**config.mk**
```make
export PLATFORM = sky130hd
export DESIGN_NAME = sbus_edge_decoder_mixer
export DESIGN_NICKNAME = d
export VERILOG_FILES = /design/src/hdl/sbed_pkg.sv /design/src/hdl/sbed_mul_unit.sv /design/src/hdl/sbed_row_store.sv /design/src/hdl/sbus_edge_decoder_mixer.sv
export SDC_FILE = /design/constraint.sdc
export NUM_CORES = 2
export LEC_CHECK = 0
export BUFFER_PORTS_ARGS = -buffer_cell sky130_fd_sc_hd__buf_2
export CORE_ASPECT_RATIO = 0.6
export CORE_MARGIN = 5
export CORE_UTILIZATION = 64
export CTS_BUF_LIST = sky130_fd_sc_hd__clkbuf_8 sky130_fd_sc_hd__clkbuf_16
export CTS_CLUSTER_SIZE = 14
export DETAILED_ROUTE_END_ITERATION = 16
export PLACE_DENSITY_LB_ADDON = 0.3
export SLEW_MARGIN = 20
export SYNTH_ARGS = -nofsm -noshare
export SYNTH_HDL_FRONTEND = slang
export SYNTH_SLANG_ARGS = --single-unit
```
**constraint.sdc**
```tcl
create_clock -name clk -period 15.5 [get_ports clk]
set_clock_uncertainty 0.05 [all_clocks]
set_input_delay 1.55 -clock clk [delete_from_list [all_inputs] [get_ports clk]]
set_output_delay 1.55 -clock clk [all_outputs]
set_load 0.005 [all_outputs]
```
**src/hdl/sbed_pkg.sv**
```systemverilog
// Shared types, constants and helper functions of the edge decoder and mixer.
`default_nettype none

package sbed_pkg;

  // Packet framing
  localparam int FRAME_LEN   = 12;
  localparam int FRAME_COUNT = 24;
  localparam int DATA_FRAMES = 22;
  localparam int CHAN_COUNT  = 16;
  localparam int CHAN_BITS   = 11;
  localparam int FIELD_BITS  = DATA_FRAMES * 8;

  // Masked frame must show the start bit alone
  localparam logic [11:0] FRAME_START = 12'h800;

  // Register reset values
  localparam logic [31:0] GAP_RESET  = 32'd2000;
  localparam logic [11:0] MASK_RESET = 12'd2051;

  // Bit rounding: bits = (elapsed + 5) / 10, done as a reciprocal multiply
  localparam logic [31:0] ROUND_LIMIT = 32'd5125;  // at or above: more bits than any packet
  localparam logic [19:0] ROUND_BIAS  = 20'd5;
  localparam logic [20:0] K_ROUND     = 21'd6554;
  localparam int          ROUND_SHIFT = 16;

  // Channel scaling: trunc(|d * 510| / 1639) as a reciprocal multiply
  localparam logic [20:0] K_SCALE     = 21'd1310241;
  localparam int          SCALE_SHIFT = 31;

  // Constant select of the shared multiplier
  typedef enum logic [0:0] {
    MUL_ROUND = 1'b0,
    MUL_SCALE = 1'b1
  } mul_sel_t;

  // Configuration register indexes
  typedef enum logic [0:0] {
    REG_GAP  = 1'b0,
    REG_MASK = 1'b1
  } cfg_reg_t;

  // Check one stored row: row bit i is frame bit 11-i
  function automatic logic frame_ok(input logic [11:0] row, input logic [11:0] mask);
    logic [11:0] frame;
    for (int i = 0; i < FRAME_LEN; i++) begin
      frame[FRAME_LEN-1-i] = row[i];
    end
    return ((frame & mask) == FRAME_START);
  endfunction

endpackage

`default_nettype wire

```
**src/hdl/sbed_mul_unit.sv**
```systemverilog
// Shared constant multiplier with a registered product.
`default_nettype none

module sbed_mul_unit (
  input  logic               clk,
  input  logic               en,
  input  sbed_pkg::mul_sel_t sel,
  input  logic [19:0]        op_a,
  output logic [40:0]        prod_r
);
  import sbed_pkg::*;

  logic [20:0] k;

  // Pick the reciprocal constant
  always_comb begin
    unique case (sel)
      MUL_ROUND: k = K_ROUND;
      MUL_SCALE: k = K_SCALE;
      default:   k = K_ROUND;
    endcase
  end

  // Register the product
  always_ff @(posedge clk) begin
    if (en) begin
      prod_r <= 41'(op_a) * 41'(k);
    end
  end

endmodule

`default_nettype wire

```
**src/hdl/sbed_row_store.sv**
```systemverilog
// Packet bit store: one frame-wide row per entry, registered read.
`default_nettype none

module sbed_row_store #(
  parameter  int DEPTH = 25,
  localparam int AW    = $clog2(DEPTH)
) (
  input  logic                          clk,
  input  logic                          wr_en,
  input  logic [AW-1:0]                 wr_addr,
  input  logic [sbed_pkg::FRAME_LEN-1:0] wr_data,
  input  logic                          rd_en,
  input  logic [AW-1:0]                 rd_addr,
  output logic [sbed_pkg::FRAME_LEN-1:0] rd_data_r
);
  import sbed_pkg::*;

  logic [FRAME_LEN-1:0] mem [DEPTH];

  // Write one full row
  always_ff @(posedge clk) begin
    if (wr_en) begin
      mem[wr_addr] <= wr_data;
    end
  end

  // Read one row
  always_ff @(posedge clk) begin
    if (rd_en) begin
      rd_data_r <= mem[rd_addr];
    end
  end

endmodule

`default_nettype wire

```
**src/hdl/sbus_edge_decoder_mixer.sv**
```systemverilog
// Top level: edge timing, bit store fill, packet decode, mixing and result output.
//
// Usage: each item on the in_ channel is one line edge (new level, 32-bit tick
// timestamp). in_ready is high only while the block is idle. An ordinary edge
// is rounded to a bit count that is clamped to the free store bits; the fill
// runs one 12-bit row a cycle through the row store. An edge whose gap reaches
// the gap register decodes the packet: a gap check, then a read and check of
// each of the 24 frames through the row store read port (a failing frame ends
// the decode), scaling and mixing through the shared multiplier, a compare, then,
// if the decoded set changed, 16 results on the out_ channel, one per cycle
// while out_ready is high. out_last marks channel 15. A stalled receiver holds
// the current result and the block stays busy until all 16 are taken.
// Configuration writes (cfg_we, cfg_index, cfg_wdata) take effect at once and
// are meant for idle periods. Reset (rst_n low, synchronous) empties the store
// through its fill count, zeroes the published set and the previous timestamp,
// and loads the register defaults (gap 2000, frame mask 2051).
`default_nettype none

module sbus_edge_decoder_mixer #(
  parameter int PACKET_BITS = 300
) (
  input  logic              clk,
  input  logic              rst_n,
  input  logic              in_valid,
  output logic              in_ready,
  input  logic              in_line_level,
  input  logic [31:0]       in_edge_time,
  output logic              out_valid,
  input  logic              out_ready,
  output logic [3:0]        out_channel_index,
  output logic [10:0]       out_channel_value,
  output logic signed [8:0] out_drive_left,
  output logic signed [8:0] out_drive_right,
  output logic              out_failsafe,
  output logic              out_last,
  input  logic              cfg_we,
  input  logic [0:0]        cfg_index,
  input  logic [31:0]       cfg_wdata
);
  import sbed_pkg::*;

  localparam int ROWS = (PACKET_BITS + FRAME_LEN - 1) / FRAME_LEN;
  localparam int AW   = $clog2(ROWS);
  localparam int RIW  = $clog2(ROWS + 1);
  localparam int PW   = $clog2(PACKET_BITS + 1);

  typedef enum logic [11:0] {
    S_IDLE  = 12'b0000_0000_0001,
    S_CHK   = 12'b0000_0000_0010,
    S_RND   = 12'b0000_0000_0100,
    S_FILL  = 12'b0000_0000_1000,
    S_DADDR = 12'b0000_0001_0000,
    S_DDATA = 12'b0000_0010_0000,
    S_MAG   = 12'b0000_0100_0000,
    S_MUL   = 12'b0000_1000_0000,
    S_TAKE  = 12'b0001_0000_0000,
    S_MIX   = 12'b0010_0000_0000,
    S_CMP   = 12'b0100_0000_0000,
    S_EMIT  = 12'b1000_0000_0000
  } state_t;

  state_t state_r, state_nxt;

  logic [31:0]           gap_r, prev_time_r, elapsed_r;
  logic [11:0]           mask_r;
  logic                  store_bit_r;
  logic [PW-1:0]         pos_r, run_r, remaining, round_run;
  logic [RIW-1:0]        row_idx_r;
  logic [3:0]            col_r, space, take;
  logic [11:0]           rowbuf_r, fill_bits, row_filled, rd_row, frame_row;
  logic                  row_full, frame_good;
  logic [4:0]            frame_r;
  logic [FIELD_BITS-1:0] field_r, pub_field_r;
  logic                  fs_r, pub_fs_r, ch_sel_r, neg_r;
  logic [19:0]           mag_r, mag_nxt, mul_op;
  mul_sel_t              mul_sel;
  logic                  mul_en;
  logic [40:0]           prod_r;
  logic [9:0]            round_bits, quot, quot_c;
  logic [10:0]           chan_v, abs_d;
  logic signed [11:0]    diff_d;
  logic signed [8:0]     s0_r, s1_r, scaled, left_r, right_r, left_c, right_c;
  logic signed [8:0]     pub_left_r, pub_right_r;
  logic signed [9:0]     sum, diff;
  logic                  changed;
  logic [3:0]            idx_r;
  logic                  accept_in, accept_out, store_wr, store_rd;

  assign accept_in  = in_valid && in_ready;
  assign accept_out = out_valid && out_ready;

  // Bits still free in the packet, and the rounded run clamped to them
  assign remaining  = PW'(PACKET_BITS) - pos_r;
  assign round_bits = prod_r[ROUND_SHIFT +: 10];
  assign round_run  = ({1'b0, round_bits} < 11'(remaining)) ? PW'(round_bits) : remaining;

  // Fill step: as many bits as fit in the current row
  assign space      = 4'(FRAME_LEN) - col_r;
  assign take       = (run_r < PW'(space)) ? run_r[3:0] : space;
  assign fill_bits  = ((12'd1 << take) - 12'd1) << col_r;
  assign row_filled = rowbuf_r | (store_bit_r ? fill_bits : 12'd0);
  assign row_full   = (col_r + take) == 4'(FRAME_LEN);
  assign store_wr   = (state_r == S_FILL) && row_full;
  assign store_rd   = (state_r == S_DADDR);

  // Rows past the fill count read as zero; the open row lives in rowbuf_r
  assign frame_row  = (8'(frame_r) < 8'(row_idx_r)) ? rd_row :
                      ((8'(frame_r) == 8'(row_idx_r)) ? rowbuf_r : 12'd0);
  assign frame_good = frame_ok(frame_row, mask_r);

  // Channel magnitude: |(v - 172) * 510| by shift and subtract
  assign chan_v  = ch_sel_r ? field_r[2*CHAN_BITS-1:CHAN_BITS] : field_r[CHAN_BITS-1:0];
  assign diff_d  = $signed({1'b0, chan_v}) - 12'sd172;
  assign abs_d   = diff_d[11] ? 11'(-diff_d) : diff_d[10:0];
  assign mag_nxt = (20'(abs_d) << 9) - (20'(abs_d) << 1);

  // Shared multiplier operand and constant
  assign mul_en  = (state_r == S_CHK) || (state_r == S_MUL);
  assign mul_sel = (state_r == S_CHK) ? MUL_ROUND : MUL_SCALE;
  assign mul_op  = (state_r == S_CHK) ? (20'(elapsed_r[12:0]) + ROUND_BIAS) : mag_r;

  // Scaled channel, clamped to -255..255
  assign quot   = prod_r[SCALE_SHIFT +: 10];
  assign quot_c = (quot > 10'd510) ? 10'd510 : quot;
  assign scaled = neg_r ? -9'sd255 : 9'($signed({2'b00, quot_c}) - 12'sd255);

  // Mix and clamp
  assign sum     = 10'(s0_r) + 10'(s1_r);
  assign diff    = 10'(s1_r) - 10'(s0_r);
  assign left_c  = (sum > 10'sd255) ? 9'sd255 : ((sum < -10'sd255) ? -9'sd255 : 9'(sum));
  assign right_c = (diff > 10'sd255) ? 9'sd255 :
                   ((diff < -10'sd255) ? -9'sd255 : 9'(diff));

  assign changed = (field_r != pub_field_r) || (left_r != pub_left_r) ||
                   (right_r != pub_right_r) || (fs_r != pub_fs_r);

  sbed_row_store #(.DEPTH(ROWS)) u_store (
    .clk       (clk),
    .wr_en     (store_wr),
    .wr_addr   (row_idx_r[AW-1:0]),
    .wr_data   (row_filled),
    .rd_en     (store_rd),
    .rd_addr   (AW'(frame_r)),
    .rd_data_r (rd_row)
  );

  sbed_mul_unit u_mul (
    .clk    (clk),
    .en     (mul_en),
    .sel    (mul_sel),
    .op_a   (mul_op),
    .prod_r (prod_r)
  );

  // Sequencer
  always_comb begin
    state_nxt = state_r;
    unique case (state_r)
      S_IDLE:  if (accept_in) state_nxt = S_CHK;
      S_CHK: begin
        if (elapsed_r >= gap_r) begin
          state_nxt = S_DADDR;
        end else if (elapsed_r >= ROUND_LIMIT) begin
          state_nxt = (remaining == '0) ? S_IDLE : S_FILL;
        end else begin
          state_nxt = S_RND;
        end
      end
      S_RND:   state_nxt = (round_run == '0) ? S_IDLE : S_FILL;
      S_FILL:  if (run_r == PW'(take)) state_nxt = S_IDLE;
      S_DADDR: state_nxt = S_DDATA;
      S_DDATA: begin
        if (!frame_good) begin
          state_nxt = S_IDLE;
        end else if (frame_r == 5'(FRAME_COUNT - 1)) begin
          state_nxt = S_MAG;
        end else begin
          state_nxt = S_DADDR;
        end
      end
      S_MAG:   state_nxt = S_MUL;
      S_MUL:   state_nxt = S_TAKE;
      S_TAKE:  state_nxt = ch_sel_r ? S_MIX : S_MAG;
      S_MIX:   state_nxt = S_CMP;
      S_CMP:   state_nxt = changed ? S_EMIT : S_IDLE;
      S_EMIT:  if (accept_out && (idx_r == 4'(CHAN_COUNT - 1))) state_nxt = S_IDLE;
      default: state_nxt = S_IDLE;
    endcase
  end

  // Control and data registers
  always_ff @(posedge clk) begin
    if (!rst_n) begin
      state_r     <= S_IDLE;
      gap_r       <= GAP_RESET;
      mask_r      <= MASK_RESET;
      prev_time_r <= '0;
      pos_r       <= '0;
      row_idx_r   <= '0;
      col_r       <= '0;
      rowbuf_r    <= '0;
      pub_field_r <= '0;
      pub_left_r  <= '0;
      pub_right_r <= '0;
      pub_fs_r    <= 1'b0;
      idx_r       <= '0;
      ch_sel_r    <= 1'b0;
      frame_r     <= '0;
    end else begin
      state_r <= state_nxt;

      // Register writes
      if (cfg_we) begin
        unique case (cfg_reg_t'(cfg_index))
          REG_GAP:  gap_r  <= cfg_wdata;
          REG_MASK: mask_r <= cfg_wdata[11:0];
          default:  gap_r  <= gap_r;
        endcase
      end

      // Take the edge
      if (accept_in) begin
        store_bit_r <= ~in_line_level;
        elapsed_r   <= in_edge_time - prev_time_r;
        prev_time_r <= in_edge_time;
      end

      unique case (state_r)
        S_CHK: begin
          frame_r <= '0;
          if ((elapsed_r < gap_r) && (elapsed_r >= ROUND_LIMIT)) begin
            run_r <= remaining;
          end
        end
        S_RND: run_r <= round_run;
        // Fill one row segment, flush the row when it is full
        S_FILL: begin
          run_r <= run_r - PW'(take);
          pos_r <= pos_r + PW'(take);
          if (row_full) begin
            rowbuf_r  <= '0;
            col_r     <= '0;
            row_idx_r <= row_idx_r + RIW'(1);
          end else begin
            rowbuf_r <= row_filled;
            col_r    <= col_r + take;
          end
        end
        // Check a frame, collect data bytes and the failsafe bits
        S_DDATA: begin
          if ((frame_r >= 5'd1) && (frame_r <= 5'(DATA_FRAMES))) begin
            field_r <= {~frame_row[8:1], field_r[FIELD_BITS-1:8]};
          end
          if (frame_r == 5'(FRAME_COUNT - 1)) begin
            fs_r <= ~(frame_row[3] & frame_row[4]);
          end
          frame_r  <= frame_r + 5'd1;
          ch_sel_r <= 1'b0;
          // Drop the packet once the store is read out or a frame fails
          if (!frame_good || (frame_r == 5'(FRAME_COUNT - 1))) begin
            pos_r     <= '0;
            row_idx_r <= '0;
            col_r     <= '0;
            rowbuf_r  <= '0;
          end
        end
        S_MAG: begin
          mag_r <= mag_nxt;
          neg_r <= diff_d[11];
        end
        S_TAKE: begin
          if (ch_sel_r) begin
            s1_r <= scaled;
          end else begin
            s0_r     <= scaled;
            ch_sel_r <= 1'b1;
          end
        end
        S_MIX: begin
          left_r  <= left_c;
          right_r <= right_c;
        end
        // Publish a changed set
        S_CMP: begin
          idx_r <= '0;
          if (changed) begin
            pub_field_r <= field_r;
            pub_left_r  <= left_r;
            pub_right_r <= right_r;
            pub_fs_r    <= fs_r;
          end
        end
        // Advance to the next channel
        S_EMIT: begin
          if (accept_out) begin
            field_r <= {11'd0, field_r[FIELD_BITS-1:CHAN_BITS]};
            idx_r   <= idx_r + 4'd1;
          end
        end
        default: idx_r <= idx_r;
      endcase
    end
  end

  assign in_ready          = (state_r == S_IDLE);
  assign out_valid         = (state_r == S_EMIT);
  assign out_channel_index = idx_r;
  assign out_channel_value = field_r[CHAN_BITS-1:0];
  assign out_drive_left    = pub_left_r;
  assign out_drive_right   = pub_right_r;
  assign out_failsafe      = pub_fs_r;
  assign out_last          = (idx_r == 4'(CHAN_COUNT - 1));

endmodule

`default_nettype wire

```
Word-level counts from Yosys, hierarchy flattened
Memory sizes are Yosys's and may differ from the RTL's. A register that Yosys moved wholly into a read port is not among the register bits.
Index checks and enable logic that the tools add are counted.
{"block": "totals", "word_cells": 186, "ramBits": 300, "output_inout_bits": 37, "register_bits": 640, "inputBits": 71, "memories": 1}
{"block": "op_classes", "bitwise": 8, "mux": 48, "shifts": 2, "n_addsub": 17, "n_reduce_logical": 37, "order_cmp": 13, "multipliers": 1, "n_eq_ne": 30}
{"name": "u_store.mem", "words": 25, "word_bits": 12, "read_ports": 1, "rd_clocked_by_memory_dff": 1, "wr": 1, "line": "sbed_row_store.sv:18", "rtl": "logic [FRAME_LEN-1:0] mem [DEPTH];"}
{"operator": "176-bit two-way mux", "n": 2}
{"operator": "176-bit case mux with 2 select lines", "n": 1}
{"operator": "176-bit inequality test", "n": 1}
{"operator": "12-bit case mux with 12 select lines", "n": 1}
{"operator": "12-bit two-way mux", "n": 9}
{"operator": "9-bit two-way mux", "n": 7}
{"operator": "21-bit case mux with 2 select lines", "n": 1}
{"operator": "20-bit by 21-bit multiplier with 41-bit output", "n": 1}
{"operator": "32-bit by 13-bit greater-or-equal comparator with 1-bit output, second input constant", "n": 1}
{"operator": "32-bit greater-or-equal comparator", "n": 1}
{"operator": "32-bit < comparator", "n": 1}
{"operator": "32-bit subtractor", "n": 1}
{"operator": "10-bit by 9-bit > comparator with 1-bit output, second input constant", "n": 3}
{"operator": "4-bit two-way mux", "n": 7}
{"operator": "9-bit case mux with 3 select lines", "n": 1}
{"operator": "12-bit equality test, second input constant", "n": 2}
{"operator": "12-bit case mux with 2 select lines", "n": 1}
{"operator": "11-bit two-way mux", "n": 2}
{"operator": "10-bit by 9-bit < comparator with 1-bit output, second input constant", "n": 2}
{"operator": "20-bit two-way mux", "n": 1}
{"operator": "5-bit case mux with 2 select lines", "n": 2}
{"operator": "20-bit by 12-bit subtractor with 20-bit output", "n": 1}
{"operator": "9-bit zero test", "n": 2}
{"operator": "9-bit inequality test", "n": 2}
{"operator": "60 further kinds", "n": 103}

Longest topological paths before layout
{"block": "depth", "ltp_word": 10, "depth_mapped": 33, "ltp_nobuf": 31}

Modules after synthesis
A second synthesis with hierarchy kept.
{"block": "unflattened", "cells_unflattened": 4889, "hier_area_um2": 55500.7}
{"mod": "sbus_edge_decoder_mixer", "cells_each": 3178, "area_per_inst_um2": 32182.1, "seq_area_each_um2": 14724.1, "instances": 1}
{"mod": "sbed_row_store", "cells_each": 594, "area_per_inst_um2": 12122.9, "seq_area_each_um2": 9369.0, "instances": 1}
{"mod": "sbed_mul_unit", "cells_each": 1117, "area_per_inst_um2": 11195.7, "seq_area_each_um2": 1231.2, "instances": 1}

Worst setup path after synthesis
No wires, ideal clock.
{"block": "synth_timing", "path_type": "input-to-reg", "start": "input rst_n", "end": "register field_r[0], enable pin", "path_slack_ps": 4027, "setup_ps": 771, "arrival_ps": 10653, "required_time_ps": 14679, "cell_stages": 5, "n_path_buf": 3, "cell_sequence": "inv_1 clkbuf_1 clkbuf_1 clkbuf_1 a21oi_1"}
{"block": "synth_via", "elab_chain_cells": 1}
{"item": "from (decl)", "line": "sbus_edge_decoder_mixer.sv:23", "rtl": "input logic rst_n,"}
{"item": "4-bit AND reduction (no source line)"}
{"item": "to (signal assigned)", "line": "sbus_edge_decoder_mixer.sv:252", "rtl": "field_r <= {~frame_row[8:1], field_r[FIELD_BITS-1:8]};"}
{"item": "to (signal assigned)", "line": "sbus_edge_decoder_mixer.sv:296", "rtl": "field_r <= {11'd0, field_r[FIELD_BITS-1:CHAN_BITS]};"}
{"item": "to (decl)", "line": "sbus_edge_decoder_mixer.sv:73", "rtl": "logic [FIELD_BITS-1:0] field_r, pub_field_r;"}
No other way between the ends.
A chain may end at the register's enable or synchronous reset.

Worst setup path after layout
{"block": "layout_timing", "start": "register state_r[4]", "end": "register u_mul.prod_r[31], data pin"}
{"block": "layout_via", "elab_chain_cells": 4}
{"item": "from (decl)", "line": "sbus_edge_decoder_mixer.sv:62", "rtl": "state_t state_r, state_nxt;"}
{"item": "from (signal assigned)", "line": "sbus_edge_decoder_mixer.sv:210", "rtl": "state_r <= state_nxt;"}
{"item": "12-bit by 2-bit equality test with 1-bit output *", "line": "sbus_edge_decoder_mixer.sv:119, sbus_edge_decoder_mixer.sv:120"}
{"item": "1-bit two-way mux", "line": "sbus_edge_decoder_mixer.sv:119", "rtl": "assign mul_sel = (state_r == S_CHK) ? MUL_ROUND : MUL_SCALE;"}
{"item": "21-bit case mux with 2 select lines", "line": "sbed_mul_unit.sv:17", "rtl": "unique case (sel)"}
{"item": "20-bit by 21-bit multiplier with 41-bit output *", "line": "sbed_mul_unit.sv:27", "rtl": "prod_r <= 41'(op_a) * 41'(k);"}
{"item": "to (signal assigned)", "line": "sbed_mul_unit.sv:27"}
{"item": "to (decl)", "line": "sbed_mul_unit.sv:9", "rtl": "output logic [40:0] prod_r"}
Mark *: on every way between the ends. The rest lies on a longest branch, timed or not. The select of a mux whose other input is x is not followed.

==> results by stage <==
STA:
- The clock period minus worst slack is approximately 9.6 ns.
- Setup repair after global routing left no endpoint under its margin.
- For the final routed database, the setup TNS stands at 0 ns.
- The max-slew headroom at the worst pin is 0.178.
- The total count of hold-check failures in the final report came to 0.
- Once routing completed, OpenROAD measured the worst setup slack at roughly 5.9 ns.
- The maximum operating frequency is roughly 100 MHz.
- The number of max-slew violations in the final report is 0.
- The total of endpoints with negative setup slack in the final report is 0.
- Across all hold checks on the routed design, the worst slack comes to 0.399 ns.
- The period utilization is 0.622.
- The transition time at the pin with the least slew margin is 1.22 ns.

Floorplan:
- The die is ~230 um tall.
- The count of pins on the block boundary is about 110.
- The region available for standard cell placement spans 82000 um2.
- The die outline area is a little under 90000 um2.
- For this configuration, the core starts out at a cell density of 0.649.
- The floorplan has 81 rows.
- The floorplan step set the die width to between 300 and 400 um.

Clocking:
- After clock tree synthesis, the clock-pin slew on the worst setup and hold paths is roughly 0.06 ns.
- The depth of the CTS H-tree is 3.
- The maximum root-to-sink buffer count is 3.
- TritonCTS built the clock tree.
- After clock tree synthesis, the flow added hold-fix buffers numbering 0.
- The CTS buffer count is 85.
- The setup fix buffers added after clock tree synthesis is 0.
- For this design, the sink count on the clock tree is 930.
- The clock tree root driver cell is sky130_fd_sc_hd__clkbuf_16.
- Post-CTS repair changed the size of 0 cells.
- The clock reaches the later pin of the worst-skew pair after approximately 0.7 ns.

Placed design:
- Once detailed placement completed, the half-perimeter wirelength came to between 90 and 100 mm.
- The count of input and output buffers is 107.
- Routability-driven placement finished with a final weighted congestion of ~0.91.
- At the placement stage, the worst setup path has a slack of 5.99 ns.

Routing:
- After detailed routing, the number of vias per cell comes to 6.08.
- The number of DRC violations after detailed routing is 0.
- The antenna violation net count after detailed routing is 0.
- The DRC violation total after the first TritonRoute iteration is 4152.
- The routed wirelength normalized by instance count is 22.4 um.
- The first-pass iteration count of the detailed router is 6.
- The routed layout has 35.1k vias.
- Wires add up to approximately 130 mm.

Critical path:
- The critical path start-end classification is register to register.
- The critical path's largest stage delay is ~0.68 ns.
- The critical-path cell with the highest stage delay is sky130_fd_sc_hd__or4b_2.
- The required time of the worst setup path is about 16 ns.
- The worst setup path is launched from a register.
- Along the worst path, the maximum fanout reaches 47.
- The data arrival time of the worst path is 10.00 ns.
- The worst setup path is captured at a register.
- The most repeated library cell on the critical path is sky130_fd_sc_hd__fa_1.
- The worst reg2reg path depth is 30.

Global routing:
- The total overflow reported by the global router is 0.
- The initial antenna violation count is 5.
- The first global-routing pass estimated approximately 200 mm of wire.
- The number of global-route vias before repair came to 33.8k.
- The maximum number of pins on one net before global-route repair is roughly 180.
- The total track usage is 0.292.

Pwr:
- The internal portion of total power is 0.00484 W.
- In this run the power density over the cells is 122 nW/um2.
- The maximum resistive drop on vdd is roughly 0.24 mV.
- Of the total power, the clock network draws 0.298.
- In this run the power spent charging and discharging nets is 0.00221 W.
- The leakage component of the power is ~24 nW.
- The share of power burned in registers is 0.396.
- The combinational power share is 0.306.
- Of the total power, the share spent switching nets is 0.313.

Cells and area:
- The final-layout fill cell count is around 5.7k.
- Of the cells placed in the final design, the portion with a size suffix greater than 1 is 0.129.
- The final layout net count is approximately 5.2k.
- Summing all multi-input logic gate instances after layout gives between 20000 and 30000 um2.
- Registers take approximately 25000 um2.
- From synthesis to final layout, the design area changed by 8.55%.

Synthesis:
- The share of synthesized area in the top cell type comes to 0.343.
- The share of the Yosys chip area taken by registers is 0.464.
- The fraction of synthesis flops using an asynchronous set or reset pin is 0.
- The largest total area in the synthesized netlist belongs to sky130_fd_sc_hd__edfxtp_1.
- The netlist uses 96 different library cells.
- After synthesis the netlist holds a flip-flop and latch count of 930.
- By area the synthesized netlist is led by sky130_fd_sc_hd__edfxtp_1 (34%), sky130_fd_sc_hd__dfxtp_1 (12%), sky130_fd_sc_hd__fa_1 (8.9%).
- In this run, synthesis inferred slightly above 600 flip-flops with an integrated enable.
- The total standard cell area after synthesis is around 53000 um2.
- The commonest register cell after synthesis is sky130_fd_sc_hd__edfxtp_1.
- Yosys printed 0 warnings.
- A synthesized cell averages between 10 and 15 um2.
- The cell count after synthesis came out at approximately 4.5k.

Status:
- The run finished with clean final reports.

Min path:
- The instance count along the most critical hold path is 2.
- The class of the tightest hold or removal check is register to register.

Run:
- The tool flagged a number of max-cap violations equal to 0.
[worst max-delay path: cells and delay by family, from the launching register on]
family	cells	cell delay [ns]
XOR/XNOR	2	0.26
flip-flops	1	0.36
AND/OR/NAND/NOR	7	2.87
buffers and inverters	7	0.83
AO/OA/AOI/OAI	6	1.48
adder cells (fa/ha/maj)	8	3.48
[cell usage after synthesis, drive strengths merged (18+ instances only)]
library cell,count
nor3,40
inv,450
nand2,306
fa,236
nand4,49
and2,18
mux2i,228
o21a,18
edfxtp,607
mux2,187
and3,18
dfxtp,323
nor2,370
nand3,58
o21ai,114
a211oi,22
o211ai,20
clkbuf,124
nor2b,25
buf,53
ha,299
nor4,62
nand2b,21
xor2,201
a21oi,200
a21o,37
xnor2,123
mux4,84
[per-layer routing]
metal / GRT usage / wire [um]
met5: 0 / 0
met4: 0.0545 / 2280
met1: 0.462 / 60100
met3: 0.0838 / 14500
met2: 0.403 / 52600
[registers in the layout (all words and copies together) (netlist names), 12 cells and up]
name / flops
field_r: 176
pub_field_r: 176
elapsed_r: 32
prev_time_r: 32
gap_r: 32
u_store.mem: 300
u_mul.prod_r: 20
rowbuf_r: 12
mask_r: 12
u_store.rd_data_r: 12
state_r: 12
mag_r: 19
[per-stage QoR]
step	std cells	instance area (um2)	total power, W	util
after detailed placement	5616	55000	0.00497	0.670
after global placement	5616	55000	0.00489	0.670
after floorplan	4565	53400	0.00443	-
after global routing	5777	57800	0.00748	0.704
final	5777	57800	0.00705	0.704
after CTS	5771	57700	0.00706	0.704
[power by group through the flow]
| stage | combinational (W) | clock (W) | sequential [W] |
|---|---|---|---|
| 4_1_cts | 0.00214 | 0.00213 | 0.00279 |
| 6_report | 0.00216 | 0.00210 | 0.00279 |
| 2_1_floorplan | 0.00160 | 0 | 0.00283 |
| 5_1_grt | 0.00245 | 0.00224 | 0.00279 |
| 3_3_place_gp | 0.00205 | 0 | 0.00284 |
| 3_5_place_dp | 0.00212 | 0 | 0.00285 |
[area by class of cell]
type,instances,area share
Inverter,452,0.0295
Tap cell,1079,0.0234
Multi-Input combinational cell,3006,0.456
Sequential cell,930,0.428
Clock inverter,56,0.00732
Clock buffer,99,0.0408
Antenna cell,5,0.000217
Timing Repair Buffer,150,0.0155
[final timing paths]
| kind | from | to | slack (ns) |
|---|---|---|---|
| hold reg to reg | prev_time_r[19]$_SDFFE_PN0P_ | prev_time_r[19]$_SDFFE_PN0P_ | 0.40 |
| setup reg to reg | state_r[4]$_SDFFE_PN0P_ | u_mul.prod_r[31]$_DFFE_PP_ | 5.86 |
| hold / removal | prev_time_r[19]$_SDFFE_PN0P_ | prev_time_r[19]$_SDFFE_PN0P_ | 0.40 |
| setup / recovery | state_r[4]$_SDFFE_PN0P_ | u_mul.prod_r[31]$_DFFE_PP_ | 5.86 |
[kinds of logic after synthesis]
| group | after synthesis | share of synthesized area |
|---|---|---|
| adder cells (fa/ha/maj) | 541 | 0.160 |
| multiplexers | 499 | 0.118 |
| XOR/XNOR | 325 | 0.0538 |
| AO/OA/AOI/OAI | 544 | 0.0642 |
| flip-flops | 930 | 0.464 |
| other | 2 | 0.000141 |
| buffers and inverters | 629 | 0.0460 |
| AND/OR/NAND/NOR | 1055 | 0.0932 |
[cells in the final DEF, fill, tap and decap left out, types with 18 or more instances in the layout]
cell type / synthesis / final
sky130_fd_sc_hd__ha_1: 299 / 299
sky130_fd_sc_hd__buf_2: 23 / 107
sky130_fd_sc_hd__a21o_1: 37 / 37
sky130_fd_sc_hd__clkbuf_16: 0 / 88
sky130_fd_sc_hd__nand3_1: 58 / 58
sky130_fd_sc_hd__inv_1: 447 / 473
sky130_fd_sc_hd__nor3_1: 40 / 40
sky130_fd_sc_hd__fa_1: 236 / 236
sky130_fd_sc_hd__conb_1: 2 / 42
sky130_fd_sc_hd__xnor2_1: 123 / 123
sky130_fd_sc_hd__nand2_1: 306 / 306
sky130_fd_sc_hd__and2_1: 18 / 18
sky130_fd_sc_hd__and3_1: 18 / 18
sky130_fd_sc_hd__a211oi_1: 22 / 22
sky130_fd_sc_hd__xor2_1: 201 / 201
sky130_fd_sc_hd__mux4_2: 84 / 84
sky130_fd_sc_hd__nor2b_1: 25 / 24
sky130_fd_sc_hd__o211ai_1: 19 / 19
sky130_fd_sc_hd__mux2i_1: 227 / 227
sky130_fd_sc_hd__nor4_1: 60 / 57
sky130_fd_sc_hd__mux2_2: 187 / 187
sky130_fd_sc_hd__nand2b_1: 21 / 20
sky130_fd_sc_hd__buf_4: 14 / 40
sky130_fd_sc_hd__edfxtp_1: 607 / 607
sky130_fd_sc_hd__dfxtp_1: 323 / 320
sky130_fd_sc_hd__o21a_1: 18 / 18
sky130_fd_sc_hd__o21ai_0: 106 / 106
sky130_fd_sc_hd__nor2_1: 370 / 359
sky130_fd_sc_hd__a21oi_1: 199 / 198
sky130_fd_sc_hd__nand4_1: 49 / 49
No activity file was read; power rests on OpenSTA's default activity.
